### config.mk
export PLATFORM = sky130hd
export DESIGN_NAME = sms_cell
export DESIGN_NICKNAME = d
export VERILOG_FILES = /design/src/rtl/sms_pkg.sv /design/src/rtl/sms_cell.sv
export SDC_FILE = /design/constraint.sdc
export NUM_CORES = 1
export LEC_CHECK = 0
export BUFFER_PORTS_ARGS = -buffer_cell sky130_fd_sc_hd__buf_4
export CELL_PAD_IN_SITES_DETAIL_PLACEMENT = 1
export CELL_PAD_IN_SITES_GLOBAL_PLACEMENT = 1
export CORE_MARGIN = 1.5
export CORE_UTILIZATION = 36
export CTS_CLUSTER_SIZE = 24
export DETAILED_ROUTE_END_ITERATION = 10
export PLACE_DENSITY_LB_ADDON = 0.05
export SYNTH_ARGS = -nofsm -noshare
export SYNTH_HDL_FRONTEND = slang
export SYNTH_SLANG_ARGS = --single-unit
### constraint.sdc
create_clock -name clk -period 3.3 [get_ports clk]
set_input_delay 0.165 -clock clk [delete_from_list [all_inputs] [get_ports clk]]
set_output_delay 0.165 -clock clk [all_outputs]
set_load 0.01 [all_outputs]
### src/rtl/sms_pkg.sv
package sms_pkg;

  localparam int CAPACITY      = 256;
  localparam int ELEMENT_WIDTH = 32;

  localparam int ACTION_WIDTH  = 2;
  localparam int IN_ELEM_WIDTH = 32;
  localparam int STATUS_WIDTH  = 2;
  localparam int COUNT_WIDTH   = 9;

  // Code 3 is unused and behaves as a lookup.
  typedef enum logic [ACTION_WIDTH-1:0] {
    ACT_LOOKUP = 2'd0,
    ACT_INSERT = 2'd1,
    ACT_REMOVE = 2'd2
  } action_t;

  typedef enum logic [STATUS_WIDTH-1:0] {
    STATUS_DONE   = 2'd0,
    STATUS_REJECT = 2'd1,
    STATUS_FULL   = 2'd2
  } status_t;

  // Control part of a request as it walks down the cell chain.
  typedef struct packed {
    logic                    valid;
    logic [ACTION_WIDTH-1:0] action;
    logic                    found;
    logic                    placed;
  } ctl_t;

  typedef struct packed {
    logic                    found;
    logic [STATUS_WIDTH-1:0] status;
    logic [COUNT_WIDTH-1:0]  count;
  } rsp_t;

endpackage

### src/rtl/sms_cell.sv
module sms_cell #(
  parameter int ELEMENT_WIDTH = sms_pkg::ELEMENT_WIDTH
) (
  input  logic                     clk,
  input  logic                     rst,
  input  sms_pkg::ctl_t            ctl_in,
  input  logic [ELEMENT_WIDTH-1:0] elem_in,
  input  logic [ELEMENT_WIDTH-1:0] nbr_entry,
  input  logic                     nbr_valid,
  output sms_pkg::ctl_t            ctl_out,
  output logic [ELEMENT_WIDTH-1:0] elem_out,
  output logic [ELEMENT_WIDTH-1:0] entry,
  output logic                     valid,
  output logic                     busy
);

  sms_pkg::ctl_t            ctl;
  logic [ELEMENT_WIDTH-1:0] elem;
  logic                     hit;
  logic                     take;
  logic                     shift;

  always_ff @(posedge clk) begin
    if (rst) begin
      ctl <= '0;
    end else begin
      ctl <= ctl_in;
    end
  end

  always_ff @(posedge clk) begin
    elem <= elem_in;
  end

  assign hit = valid && (entry == elem);

  // Held entries fill the low cells, so the first empty cell an absent insert
  // reaches is the append slot.
  assign take = ctl.valid && (ctl.action == sms_pkg::ACT_INSERT) &&
                !ctl.found && !ctl.placed && !valid;

  // A remove pulls the right neighbor in from the match onward; the neighbor
  // has not yet seen this request, so it still holds its old contents.
  assign shift = ctl.valid && (ctl.action == sms_pkg::ACT_REMOVE) && (ctl.found || hit);

  always_ff @(posedge clk) begin
    if (rst) begin
      valid <= 1'b0;
    end else if (take) begin
      valid <= 1'b1;
    end else if (shift) begin
      valid <= nbr_valid;
    end
  end

  always_ff @(posedge clk) begin
    if (take) begin
      entry <= elem;
    end else if (shift) begin
      entry <= nbr_entry;
    end
  end

  always_comb begin
    ctl_out        = ctl;
    ctl_out.found  = ctl.found || hit;
    ctl_out.placed = ctl.placed || take;
  end

  assign elem_out = elem;
  assign busy     = ctl.valid;

endmodule

==> results.md, run 1 <==
- The flow ran to the end, and the final reports show no timing, DRC or antenna violations.
- For the pin with the worst max-slew slack, the measured transition is 0.2995 ns.
- After clock tree synthesis, the clock-pin slew on the worst setup and hold paths is 0.07 ns.
- Across the run, the number of max-cap violations was 0.
- In this run the post-CTS setup repair buffer count came out at 0.
- The die is 87.60 microns tall.
- The maximum fanout encountered on the critical timing path is 16.
- The critical path data arrival time is 2.10 ns.
- After floorplanning, the core was divided into 30 placement rows.
- The initial antenna violation count was 0.
- The classification of the worst setup path is reg2reg.
- The area growth from synthesis to layout is 65.57%.
- The detailed router placed 2010 vias in this run.
- Sequential cells were found to cover 66.83% of the synthesized design area.
- The post-route setup TNS is 0 ns.
- The quantity of gates resized following cts is 0.
- Averaged over all synthesized cells, the footprint is 15.52 sq um.
- The final number of hold-violating endpoints was 0.
- The global placement routability congestion is 0.6974.
- Including well taps, the total number of placed cells is 402.
- The average via count per standard cell is 4.467.
- The power density of the placed cells is 433.9 mW/mm^2.
- Hold repair after CTS inserted 32 buffers.
- The final layout contains 421 nets.
- The critical path launch point type is a flop.
- The post-synthesis net count is 238.
- The number of warnings reported in the yosys synthesis log is 0.
- The core outline area is 0.006869 sq mm.
- After detailed routing, the average wire length per cell comes to 15.88 microns.
- The post-route fraction of the period consumed by the critical path is 62.81%.
- The number of diodes is 0.
- The worst pin sits at a relative slew slack of 79.75%.
- In this run, synthesis produced a sequential element count of 70.
- For this run, the detailed router's first-pass iteration total came to 3.
- The post-detailed-route DRC marker count is 0.
- The aggregate global-route resource usage is 19.48%.
- The number of nets still failing antenna checks after routing is 0.
- The total of fill cells in the finished design is 728.
- The final max-slew violation count is 0.
- The first global-routing pass estimated 11050 microns of wire.
- The H-tree was split into 3 levels.
- The required time reported for the critical path endpoint is 3.32 ns.
- The standby leakage power is 1.806 nW.
- After the flow finishes, the layout carries non-filler instances totaling 450.
- The detailed router finished its first iteration with 34 violations.
- The routed design has 7147 microns of wire.
- The via count of the first global-routing pass is 2195.
- The root buffer cell chosen for the clock tree is sky130_fd_sc_hd__clkbuf_8.
- The number of buffers inserted during clock tree synthesis is 9.
- For this design, the sink count on the clock tree is 70.
- The cell area that synthesis handed to floorplanning was 0.002576 sq mm.
- The maximum resistive drop on vdd is 0.0002527 V.
- TritonCTS built the clock tree.
- The starting density of the core is 37.50%.
- The cell count after synthesis came out at 166.
- The count of buffers inserted at the top-level ports is 142.
- The total power is 1.851 mW.
- In this run the worst hold path is classified as in2reg.
- Derived from the worst setup path, the maximum achievable clock frequency is 482.4 MHz.
- Entering global routing, the biggest net connects 22 pins.
- Of the cells placed in the final design, the portion with a size suffix greater than 1 is 49.44%.
- The worst-case clock skew is 0.009297 ns.
- In this run, distinct cell masters in the synthesized netlist total 21.
- The longest clock path from root to sink contains 2 buffers.
- 143 I/O pins were placed.
- The half-perimeter wire length after placement is 5082 microns.
- Counting I/O delays and the setup requirement, the final critical path takes 2.073 ns.
- Setup repair after global routing left no endpoint under its margin.
- The overall die area is 0.007673 sq mm.
- For this run the aggregate overflow at the end of global routing stands at 0.
- The element type at the critical path end is a flop.
- The clock latency of the later-clocked register in the worst-skew pair is 0.34 ns.
- The floorplan step set the die width to 87.60 microns.
- Setup violations remaining at the end of the flow were counted as 0.
==> cell usage in the layout, fill, tap and decap left out <==
master,netlist,layout
sky130_fd_sc_hd__nand3b_1,1,1
sky130_fd_sc_hd__mux2_2,12,12
sky130_fd_sc_hd__nor4b_1,1,1
sky130_fd_sc_hd__edfxtp_1,32,32
sky130_fd_sc_hd__a31o_2,1,1
sky130_fd_sc_hd__inv_1,1,1
sky130_fd_sc_hd__nand2_1,2,2
sky130_fd_sc_hd__clkbuf_1,0,1
sky130_fd_sc_hd__dlygate4sd3_1,0,32
sky130_fd_sc_hd__nand2b_1,1,1
sky130_fd_sc_hd__bufinv_16,0,1
sky130_fd_sc_hd__nor3_1,1,1
sky130_fd_sc_hd__dfxtp_1,38,38
sky130_fd_sc_hd__nor2b_1,6,6
sky130_fd_sc_hd__nand4_1,7,7
sky130_fd_sc_hd__clkbuf_8,0,9
sky130_fd_sc_hd__xnor2_1,29,29
sky130_fd_sc_hd__xor2_1,3,3
sky130_fd_sc_hd__nor4_1,2,2
sky130_fd_sc_hd__mux2_1,20,20
sky130_fd_sc_hd__a21oi_1,1,1
sky130_fd_sc_hd__clkinvlp_4,0,2
sky130_fd_sc_hd__mux2_4,1,1
sky130_fd_sc_hd__clkinv_4,0,1
sky130_fd_sc_hd__clkinv_2,0,1
sky130_fd_sc_hd__nand4b_2,1,1
sky130_fd_sc_hd__clkinv_1,0,1
sky130_fd_sc_hd__buf_4,3,146
==> state kept, by name, indices dropped and copies added (netlist names) <==
register and flops:
elem_out 32, entry 32, ctl 2, ctl_out 2, busy 1, valid 1
==> power breakdown <==
part / internal, mW / switching, mW / leakage, nW
combinational: 0.149 / 0.0707 / 1.11
sequential: 0.939 / 0.0277 / 0.609
clock: 0.347 / 0.318 / 0.0899
==> worst paths after layout <==
| check | endpoint | from | slack, ns | cells after the start |
|---|---|---|---|---|
| worst min-delay path | ctl[0]$_SDFF_PP0_ | ctl_in[0] | 0.04 | 2 |
| worst min register to register | entry[14]$_DFFE_PP_ | elem_out[14]$_DFF_P_ | 0.60 | 1 |
| worst max-delay path | entry[20]$_DFFE_PP_ | entry[18]$_DFFE_PP_ | 1.23 | 7 |
| worst max register to register | entry[20]$_DFFE_PP_ | entry[18]$_DFFE_PP_ | 1.23 | 7 |
==> metal layers <==
layer  vias to the layer above  share of wire, %  GRT usage (%)
li1                        956                 -              -
met1                       959                37          20.17
met2                        87                53          35.59
met3                         8               7.7          6.692
met4                         0               1.5          8.514
met5                         -                 0              0
==> worst max-delay path, cell delays in order (launching register included) <==
cell,delay [ns]
sky130_fd_sc_hd__edfxtp_1,0.41
sky130_fd_sc_hd__xnor2_1,0.18
sky130_fd_sc_hd__nand4_1,0.12
sky130_fd_sc_hd__nor4_1,0.34
sky130_fd_sc_hd__a31o_2,0.22
sky130_fd_sc_hd__nand4b_2,0.13
sky130_fd_sc_hd__nand2_1,0.11
sky130_fd_sc_hd__buf_4,0.25
==> metrics by stage <==
step | cell area, sq um | hold WS (ns) | utilization, % | worst slack (ns)
6_report | 4265 | 0.04184 | 62.09 | 1.227
5_1_grt | 4265 | 0.02831 | 62.09 | 1.020
4_1_cts | 4265 | 0.02328 | 62.09 | 1.145
3_5_place_dp | 3755 | 0.2704 | 54.66 | 1.166
3_3_place_gp | 3755 | 0.2692 | 54.66 | 1.218
2_1_floorplan | 2576 | 0.1927 | - | 0.8794
==> Yosys cell counts <==
master	number	area [sq um]
sky130_fd_sc_hd__nor3_1	1	5.000
sky130_fd_sc_hd__nand2b_1	1	6.260
sky130_fd_sc_hd__nor4b_1	1	8.760
sky130_fd_sc_hd__edfxtp_1	32	960.9
sky130_fd_sc_hd__buf_4	3	22.52
sky130_fd_sc_hd__a31o_2	1	8.760
sky130_fd_sc_hd__buf_2	3	15.01
sky130_fd_sc_hd__nand4_1	7	43.79
sky130_fd_sc_hd__dfxtp_1	38	760.7
sky130_fd_sc_hd__nor4_1	2	12.51
sky130_fd_sc_hd__mux2_4	1	15.01
sky130_fd_sc_hd__a21oi_1	1	5.000
sky130_fd_sc_hd__nor2b_1	6	37.54
sky130_fd_sc_hd__inv_1	1	3.750
sky130_fd_sc_hd__xor2_1	3	26.28
sky130_fd_sc_hd__nand4b_2	1	15.01
sky130_fd_sc_hd__nand3b_1	1	7.510
sky130_fd_sc_hd__mux2_2	12	135.1
sky130_fd_sc_hd__nand2_1	2	7.510
sky130_fd_sc_hd__xnor2_1	29	254.0
sky130_fd_sc_hd__mux2_1	20	225.2
==> layout make-up <==
class                           instances  area, sq um  share of cell area, %
Inverter                                1        3.754                0.08800
Timing Repair Buffer                  178         1416                  33.21
Sequential cell                        70         1722                  40.36
Clock buffer                           10        127.6                  2.992
Multi-Input combinational cell         89        813.3                  19.07
Clock inverter                          6        62.56                  1.467
Tap cell                               96        120.1                  2.816
==> kinds of logic (layout without fill, tap and decap cells) <==
logic type             after synthesis  in the layout  share of synthesized area, %
buffers and inverters                7            195                         1.602
XOR/XNOR                            32             32                         10.88
AO/OA/AOI/OAI                        2              2                        0.5341
AND/OR/NAND/NOR                     22             22                         5.585
multiplexers                        33             33                         14.57
flip-flops                          70             70                         66.83
(Power assumes the default switching activity.)
==> run 2: changes to the inputs <==
--- a/config.mk
+++ b/config.mk
@@ -9,7 +9,7 @@
 export CELL_PAD_IN_SITES_DETAIL_PLACEMENT = 1
 export CELL_PAD_IN_SITES_GLOBAL_PLACEMENT = 1
 export CORE_MARGIN = 1.5
-export CORE_UTILIZATION = 36
+export CORE_UTILIZATION = 30
 export CTS_CLUSTER_SIZE = 24
 export DETAILED_ROUTE_END_ITERATION = 10
 export PLACE_DENSITY_LB_ADDON = 0.05
==> constraint.sdc (replaced) <==
create_clock -name clk -period 1.9 [get_ports clk]
set_input_delay 0.095 -clock clk [delete_from_list [all_inputs] [get_ports clk]]
set_output_delay 0.095 -clock clk [all_outputs]
set_load 0.01 [all_outputs]
==> run 2 against run 1 <==
Against the previous run:
- the run now ends with negative setup slack left
- fmax is 1.7% higher
- clock-buffer cell count is 1 higher
- setup slack worse by 1.4 ns
- total power is 78% higher
- clock skew is 0.0011 ns higher
- via count is 8.2% higher
- first-iteration DRC count is 26% lower
- largest cell class is now non-clock buffers
- critical endpoint is now entry[15]$_DFFE_PP_
- sequential power is 73% higher
- hold slack worse by 0.00081 ns
- cell area is 12% higher
==> results.md, run 2 (synthesis results as in run 1) <==
- The tree is rooted in a sky130_fd_sc_hd__clkbuf_8.
- The wire length of the first global-routing pass is 11670 microns.
- The critical path data arrival time is 2.09 ns.
- The overall die area is 0.009153 sq mm.
- The via count of the first global-routing pass came to 2361.
- The critical path starts at entry[27]$_DFFE_PP_.
- The element type at the critical path end is a flop.
- The half-perimeter wire length after placement is 5458 microns.
- The slack of the critical path is -0.1384 ns.
- The overall via count from detail_route is 2174.
- VDD sags by at most 0.0003928 V.
- Leaving out fill and tap cells, the most frequent cell in the layout is sky130_fd_sc_hd__buf_4.
- Counting every sink on the clock net gives 70.
- Max-cap violations in this run came to 0.
- The global placement routability congestion is 0.6945.
- After routing the design area is 0.004758 sq mm.
- For this design the ratio of total power to cell area is 691.5 mW/mm^2.
- Of all nets on the critical path, the largest fanout is 8.
- The core outline area is 0.008258 sq mm.
- The worst relative slew slack is 78.50%.
- The growth of design area from synthesis to finish is 84.70%.
- The post-route setup TNS is -4.343 ns.
- The number of optimization iterations in the first detailed-route pass is 4.
- The chip height is 95.67 microns.
- In this run, the number of DRC markers left after iteration 0 of detailed routing was 25.
- Counting the buffers created by CTS gives 9.
- Traced cell by cell, the critical path runs through xnor2_1 > nand4_1 > nor4_2 > buf_4 > a31o_4 > nand4b_4 > buf_12 > nand2_8.
- The path type of the worst min-delay path is in2reg.
- The classification of the worst setup path is reg2reg.
- The top cell types in the final layout, fill and taps aside, are sky130_fd_sc_hd__buf_4 (177), sky130_fd_sc_hd__dlygate4sd3_1 (40), sky130_fd_sc_hd__dfxtp_1 (38).
- The CTS tree is built.
- The ratio of cells with drive above 1 in the final layout is 54.25%.
- For this run, the slowest stage of the critical path takes 0.41 ns.
- The aggregate global-route resource usage is 17.67%.
- Setup repair after global routing could not meet its margin everywhere.
- The startpoint of the most critical register-to-register path is entry[27]$_DFFE_PP_.
- The final max-slew violation count is 0.
- The clock arrives with 0.01042 ns of skew.
- The final number of hold-violating endpoints is 0.
- The maximum number of pins on one net before global-route repair is 21.
- The time the final worst path needs with I/O delays and setup is 2.038 ns.
- The worst setup path is launched from a flop.
- In the final routed layout, each cell accounts on average for 15.45 microns.
- Fill cells in the final layout number 877.
- The die width is 95.67 microns.
- The worst slack at placement is -0.2786 ns.
- The final layout contains routed wiring with a total length of 7800 microns.
- The post-detailed-route DRC marker count is 0.
- Buffers placed on the I/O ports in this run total 142.
- Row generation in the floorplan step produced 33 rows.
- The area of the multi-input gates is 928.4 sq um.
- The number of antenna diodes in the final layout is 0.
- The fmax is 490.6 MHz.
- After clock tree synthesis, the clock-pin slew on the worst setup and hold paths is 0.08 ns.
- The number of buffers between clock root and the deepest sink is 2.
- The standby leakage power is 2.089 nW.
- The required time reported for the critical path endpoint is 1.95 ns.
- The final critical path takes up 107.3% of the cycle.
- The number of nets still failing antenna checks after routing is 0.
- For the pin with the worst max-slew slack, the measured transition is 0.3195 ns.
- Among cell families on the critical path, the largest total delay comes from simple AND/OR/NAND/NOR gates.
- After detailed routing, the number of vias per cell comes to 4.305.
- Overall power consumption after layout is estimated at 3.290 mW.
- The H-tree was split into 3 levels.
- The initial antenna violation count was 0.
- For this configuration, the core starts out at a cell density of 31.20%.
- Together, buffers and inverters on the worst path number 2.
- The flow ran to the end, but the final reports show violations.
- The cell area reported after detailed placement is 0.004039 sq mm.
- At the later pin of the worst-skew pair, clock insertion delay measures 0.33 ns.
- Summed over all layers, the global routing overflow is 0.
- The number of top-level design ports is 143.
- The checks that failed: negative setup slack.
- The final layout contains 467 nets.
- Setup violations remaining at the end of the flow were counted as 34.
- The startpoint of the tightest hold check path is nbr_entry[19].
- The slowest stage of the critical path is the sky130_fd_sc_hd__edfxtp_1 cell.
- The sequential cells in the finished layout cover a total of 0.001722 sq mm.
run 2: path summary, 6_finish.rpt:
| kind | end | slack [ns] | depth (start not counted) |
|---|---|---|---|
| max | entry[15]$_DFFE_PP_ | -0.14 | 8 |
| min | entry[19]$_DFFE_PP_ | 0.04 | 2 |
| max reg2reg | entry[15]$_DFFE_PP_ | -0.14 | 8 |
| min reg2reg | entry[16]$_DFFE_PP_ | 0.61 | 1 |
run 2: timing repair:
action | 4_1_cts | 5_1_grt
hold buffers | 40 | 0
setup buffers | 2 | 0
gates cloned | 3 | 0
endpoints found under the hold margin | 37 | 0
pin swaps | 5 | 2
setup endpoints to repair | 34 | 35
gates resized for setup | 6 | 4
run 2: per-layer routing:
metal  part of all wire, %  up-vias  GRT usage [%]
met5                     0        -              0
li1                      -     1052              -
met1                    39     1012          19.45
met3                   7.6       15          5.183
met4                   2.2        0          7.843
met2                    51       95          31.22
run 2: cell type report:
cell class	instances	area share, %
inverter	1	0.07889
multi-input combinational	92	19.51
clock inverter	5	1.026
timing repair buffer	221	37.47
tap	105	2.761
sequential	70	36.18
clock buffer	11	2.971
run 2: stage by stage:
step / util, % / hold WS, ns / cells
finish: 57.62 / 0.04104 / 505
global route: 57.62 / 0.02440 / 505
CTS: 57.32 / 0.02854 / 505
detailed placement: 48.91 / 0.2004 / 444
global placement: 48.91 / 0.1994 / 444
floorplan: - / 0.1227 / 166
run 2: report_power, final:
group	switching, mW	internal [mW]	total [mW]
Sequential	0.0432	1.63	1.67
Clock	0.534	0.632	1.17
Combinational	0.142	0.308	0.450
